File: src/design/lrgd_pkg.sv
// Shared types and constants for the gradient-descent line fitter.
// No dependencies.
package lrgd_pkg;

  localparam int MAX_POINTS_DEF = 1024;
  localparam logic [15:0] STEP_RATE_RST = 16'd3277;
  localparam logic [15:0] PASS_COUNT_RST = 16'd1000;

  localparam logic [0:0] REG_STEP_RATE = 1'b0;
  localparam logic [0:0] REG_PASS_COUNT = 1'b1;

  typedef enum logic [3:0] {
    ST_LOAD,    // taking points
    ST_PASS,    // start of a pass: clear sums, point index 0
    ST_READ,    // read one point from store, or start divider after the last
    ST_MUL1,    // x*slope
    ST_MUL2,    // residual*x
    ST_ACC,     // accumulate sums
    ST_UPD,     // unused: goes straight to ST_DIV
    ST_DIV,     // wait on divider
    ST_APPLY,   // apply deltas
    ST_OUT      // result waits for transfer
  } state_t;

  typedef struct packed {
    logic clr_params;
    logic clr_sums;
    logic clr_idx;
    logic rd;
    logic mul1;
    logic mul2;
    logic acc;
    logic div_start;
    logic apply;
  } cmd_t;

  typedef struct packed {
    logic last_point;
    logic div_done;
  } sts_t;

endpackage

File: src/design/lrgd_ctrl.sv
// Sequencer for load, passes, update and result transfer.
// Uses lrgd_pkg.
module lrgd_ctrl (
  input  logic            clk,
  input  logic            rst,
  input  logic            in_fire,
  input  logic            in_last,
  input  logic [15:0]     pass_count,
  input  lrgd_pkg::sts_t  sts,
  output lrgd_pkg::cmd_t  cmd,
  output logic            busy,
  output logic            out_valid,
  input  logic            out_stall
);
  import lrgd_pkg::*;

  state_t      state, state_next;
  logic [15:0] pass_left, pass_left_next;

  always_ff @(posedge clk) begin
    if (rst) begin
      state     <= ST_LOAD;
      pass_left <= '0;
    end else begin
      state     <= state_next;
      pass_left <= pass_left_next;
    end
  end

  always_comb begin
    state_next     = state;
    pass_left_next = pass_left;
    cmd            = '0;
    busy           = 1'b1;
    out_valid      = 1'b0;
    case (state)
      ST_LOAD: begin
        busy = 1'b0;
        if (in_fire && in_last) begin
          cmd.clr_params = 1'b1;
          pass_left_next = pass_count;
          state_next     = (pass_count == 16'd0) ? ST_OUT : ST_PASS;
        end
      end
      ST_PASS: begin
        cmd.clr_sums = 1'b1;
        state_next   = ST_READ;
      end
      ST_READ: begin
        if (sts.last_point) begin
          cmd.div_start = 1'b1;
          state_next    = ST_DIV;
        end else begin
          cmd.rd     = 1'b1;
          state_next = ST_MUL1;
        end
      end
      ST_MUL1: begin
        cmd.mul1   = 1'b1;
        state_next = ST_MUL2;
      end
      ST_MUL2: begin
        cmd.mul2   = 1'b1;
        state_next = ST_ACC;
      end
      ST_ACC: begin
        cmd.acc    = 1'b1;
        state_next = ST_READ;
      end
      ST_UPD: state_next = ST_DIV;
      ST_DIV: begin
        if (sts.div_done) state_next = ST_APPLY;
      end
      ST_APPLY: begin
        cmd.apply      = 1'b1;
        pass_left_next = pass_left - 1'b1;
        state_next     = (pass_left == 16'd1) ? ST_OUT : ST_PASS;
      end
      ST_OUT: begin
        out_valid = 1'b1;
        if (!out_stall) begin
          cmd.clr_idx = 1'b1;
          state_next  = ST_LOAD;
        end
      end
      default: state_next = ST_LOAD;
    endcase
  end
endmodule

File: config.mk
export PLATFORM = sky130hd
export DESIGN_NAME = lrgd_ctrl
export DESIGN_NICKNAME = d
export VERILOG_FILES = /design/src/design/lrgd_pkg.sv /design/src/design/lrgd_ctrl.sv
export SDC_FILE = /design/constraint.sdc
export NUM_CORES = 1
export LEC_CHECK = 0
export ABC_AREA = 1
export CAP_MARGIN = 20
export CORE_MARGIN = 4
export CORE_UTILIZATION = 50
export DETAILED_ROUTE_END_ITERATION = 10
export DONT_BUFFER_PORTS = 1
export HOLD_SLACK_MARGIN = 0.06
export SYNTH_ARGS = -nofsm -noshare
export SYNTH_HDL_FRONTEND = slang
export SYNTH_SLANG_ARGS = --single-unit
File: constraint.sdc
create_clock -name clk -period 1.8 [get_ports clk]
set_input_delay 0.18 -clock clk [delete_from_list [all_inputs] [get_ports clk]]
set_output_delay 0.18 -clock clk [all_outputs]
set_load 0.005 [all_outputs]
==> results summary <==
The flow ran to the end, and the final reports show no timing, DRC or antenna violations. Internal power comes to approximately 800 uW. Yosys printed 0 warnings. By area the synthesized netlist is led by dfxtp_1 26%, nand2_1 19%, nor2_1 12%. The initial antenna violation count is 0. The count of nets left with antenna violations once routing finished came out at 0. For this design the ratio of total power to cell area is around 940 nW/um^2.

The pre-antenna-repair detailed-routing pass consisted of 4 iterations. The H-tree depth reported by CTS came out at 1. The synthesized netlist cell count came out at around 260. Counting flops and latches in the post-synthesis netlist gives 20. Among all stages on the critical path, the largest delay is contributed by dfxtp_1. The number of nets in the layout is around 290. Data on the critical path arrives at its endpoint at about 1.8 ns. The number of different library cells used by synthesis comes to 29. The area share of the leading cell type in the synthesized netlist came out at 0.263.

Setup repair after global routing left no endpoint under its margin. The top-level I/O count came out at 34. The share of layout cells above drive strength 1 is 0.0573. The largest vdd supply drop came out at roughly 0.58 mV.

The kind of capture point of the worst setup path is a flip-flop. The mean instance size in the synthesized netlist came out at roughly 5.8 um^2. The initial standard-cell utilization of the core is 0.539. From synthesis to final layout, the design area changed by 3.12%. The number of buffers on the longest clock path came out at 2. The number of buffers inserted by port buffering came out at 0. The area of the placeable core came out at roughly 2800 um^2. The worst pin sits at a relative slew slack of 0.601. The final clock skew is 0.00169 ns.

The biggest cell delay along the critical path came out at about 0.55 ns. The post-synthesis instance area came out at about 1500 um^2. The achievable frequency came out at approximately 620 MHz. The final hold violation count was 0. The vertical die dimension is approximately 63 um. The total routing usage reported by global routing came out at 0.194. Summed over all instances, the cell type with the most area after synthesis is dfxtp_1. The die extent in x is ~63 um.

The average detailed-routed wire length per instance is roughly 13 um. The clock edge transition at the registers on the reported setup and hold paths came out at roughly 0.11 ns. The routability congestion estimate from global placement came out at ~0.88. The post-cts gate resize count is 0. The fraction of power consumed by the clock network is 0.145. After detailed routing, the total wire length is ~3.7 mm. STA classifies the critical path startpoint as a flip-flop. Summed over all cells, the static leakage comes to around 0.00075 uW. Of the total power, the share spent switching nets is 0.454. The class of the worst hold path is in2reg.

The count of fill cells added during filler insertion is 310. The net load switching power came out at 668 uW. The tree is rooted in a clkbuf_4. Walking the worst path, the cells encountered are nor2_4 > nand3_4 > inv_4 > nor2_4 > nand2_1 > nand2_1 > inv_1 > a21oi_2. The transition time at the pin with the least slew margin came out at between 0.5 and 0.6 ns. The repair_antennas step left the layout with diodes totalling 0. The vias after detailed routing came out at ~1600. The number of max-slew violations in the final report is 0. The post-detailed-route via-to-cell ratio came out at approximately 5.4. The global-route congestion overflow total is 0. The worst endpoint required time is 2.03 ns.

The total negative slack for setup checks came out at 0 ns. Entering global routing, the biggest net connects 18 pins. CTS saw 20 sinks.

The sequential-to-total area share from yosys stat is 0.263. The highest fanout seen on the critical path is 17. The final number of setup-violating endpoints is 0. The global-route wire length before repair is ~6.4 mm. The worst path in the final design needs a cycle of ~1.6 ns, including I/O delays and setup. The number of global-route vias before repair came out at ~1500. The synthesized net count is around 290. After the first detailed-routing iteration, the DRC count stood at 57.

The detailed-route DRC error count came out at 0. The half-perimeter wire length after placement is 2.91 mm. The share of total power dissipated in sequential elements is 0.387. TritonCTS built the clock tree. Once placement finished, the instance area stood at approximately 1500 um^2. The area enclosed by the die boundary is ~4000 um^2. The number of CTS-inserted buffers came out at 3. The floorplan has 19 rows. The count of maximum capacitance violations is 0. By startpoint and endpoint, the worst setup path is classified as reg2reg.

The share of total power dissipated in combinational logic is 0.468. The clock insertion delay at the later pin of the skew report is about 0.29 ns. The period utilization is 0.893. The finished cells cover ~1600 um^2.
per-layer routing:
layer / part of all wire / up-vias / GRT usage
li1: - / 832 / -
met4: 0.0072 / 0 / 0.0485
met5: 0 / - / 0
met1: 0.48 / 687 / 0.258
met2: 0.46 / 51 / 0.325
met3: 0.059 / 4 / 0.0320
worst paths after layout:
check	from	endpoint	slack, ns	cells past startpoint
worst min-delay path	rst	state[2]	0.09	3
worst max register to register	state[0]	pass_left[10]	0.19	8
worst max-delay path	state[0]	pass_left[10]	0.19	8
worst min register to register	pass_left[15]	pass_left[15]	0.49	2
cells in the final DEF (no fill, tap or decap):
| cell type | n |
|---|---|
| nor4_1 | 1 |
| a21oi_2 | 1 |
| nand3_4 | 1 |
| nand2_2 | 2 |
| nand4_1 | 3 |
| inv_4 | 1 |
| ha_1 | 2 |
| xor2_1 | 2 |
| o21ai_1 | 7 |
| a31oi_1 | 2 |
| a21oi_1 | 16 |
| o2111ai_1 | 1 |
| nor2_4 | 3 |
| inv_1 | 31 |
| and3_1 | 1 |
| nor2_1 | 49 |
| dlygate4sd3_1 | 4 |
| nor3_1 | 2 |
| o31ai_1 | 1 |
| o211ai_1 | 1 |
| o21ai_0 | 10 |
| nand2_1 | 76 |
| clkbuf_4 | 3 |
| nor2_2 | 3 |
| a22oi_1 | 1 |
| dfxtp_1 | 20 |
| nand3_1 | 17 |
| o21ai_2 | 1 |
synthesized netlist by cell type, drive strengths merged:
| master | count |
|---|---|
| o21ai | 18 |
| dfxtp | 20 |
| xor2 | 2 |
| inv | 32 |
| buf | 5 |
| nor4 | 1 |
| a21oi | 17 |
| o31ai | 1 |
| nand2 | 78 |
| nand3 | 18 |
| a22oi | 1 |
| o2111ai | 1 |
| ha | 2 |
| nor3 | 2 |
| nor2 | 55 |
| clkbuf | 1 |
| and3 | 1 |
| o211ai | 1 |
| a31oi | 2 |
| nand4 | 3 |
registers in the layout, summed over array words and instances (netlist names):
| signal | flops |
|---|---|
| state | 4 |
| pass_left | 16 |
power groups by stage:
stage	Combinational [uW]	Clock (uW)	Sequential (uW)
after floorplan	605	0	548
after global placement	677	0	579
after detailed placement	675	0	578
after CTS	690	226	568
after global routing	789	236	578
final	688	214	569
layout make-up:
type | count | area, um^2 | area share
Multi-Input combinational cell | 203 | 947 | 0.603
Sequential cell | 20 | 400 | 0.255
Inverter | 32 | 123 | 0.0780
Timing Repair Buffer | 4 | 40.0 | 0.0255
Tap cell | 31 | 38.8 | 0.0247
Clock buffer | 3 | 22.5 | 0.0143
timing repair:
action	in CTS	in global routing
setup buffers	0	0
hold buffers	4	0
endpoints found under the hold margin	15	0
kinds of logic after synthesis:
group,Yosys count,share of synthesized area
AOI/OAI and AO/OA,41,0.149
xor gates and xnor gates,2,0.0115
adders and majority gates,2,0.0164
DFF,20,0.263
and+or+nand+nor,158,0.445
buffers and inverters,38,0.116
critical path, delay by kind of cell (launching register included):
kind / cells / cell delay [ns]
simple gates: 5 / 0.72
compound gates: 1 / 0.11
buf+inv: 2 / 0.17
flops: 1 / 0.55
metrics by stage:
| stage | util | total power (uW) | hold WS (ns) | instances | worst slack, ns |
|---|---|---|---|---|---|
| after detailed placement | 0.533 | 1250 | 0.246 | 286 | 0.233 |
| final | 0.556 | 1470 | 0.0948 | 293 | 0.193 |
| after global routing | 0.556 | 1600 | 0.113 | 293 | 0.00493 |
| after global placement | 0.533 | 1260 | 0.245 | 286 | 0.237 |
| after floorplan | - | 1150 | 0.242 | 261 | 0.527 |
| after CTS | 0.556 | 1480 | 0.0841 | 293 | 0.189 |
Power figures use the tool's default switching activity.
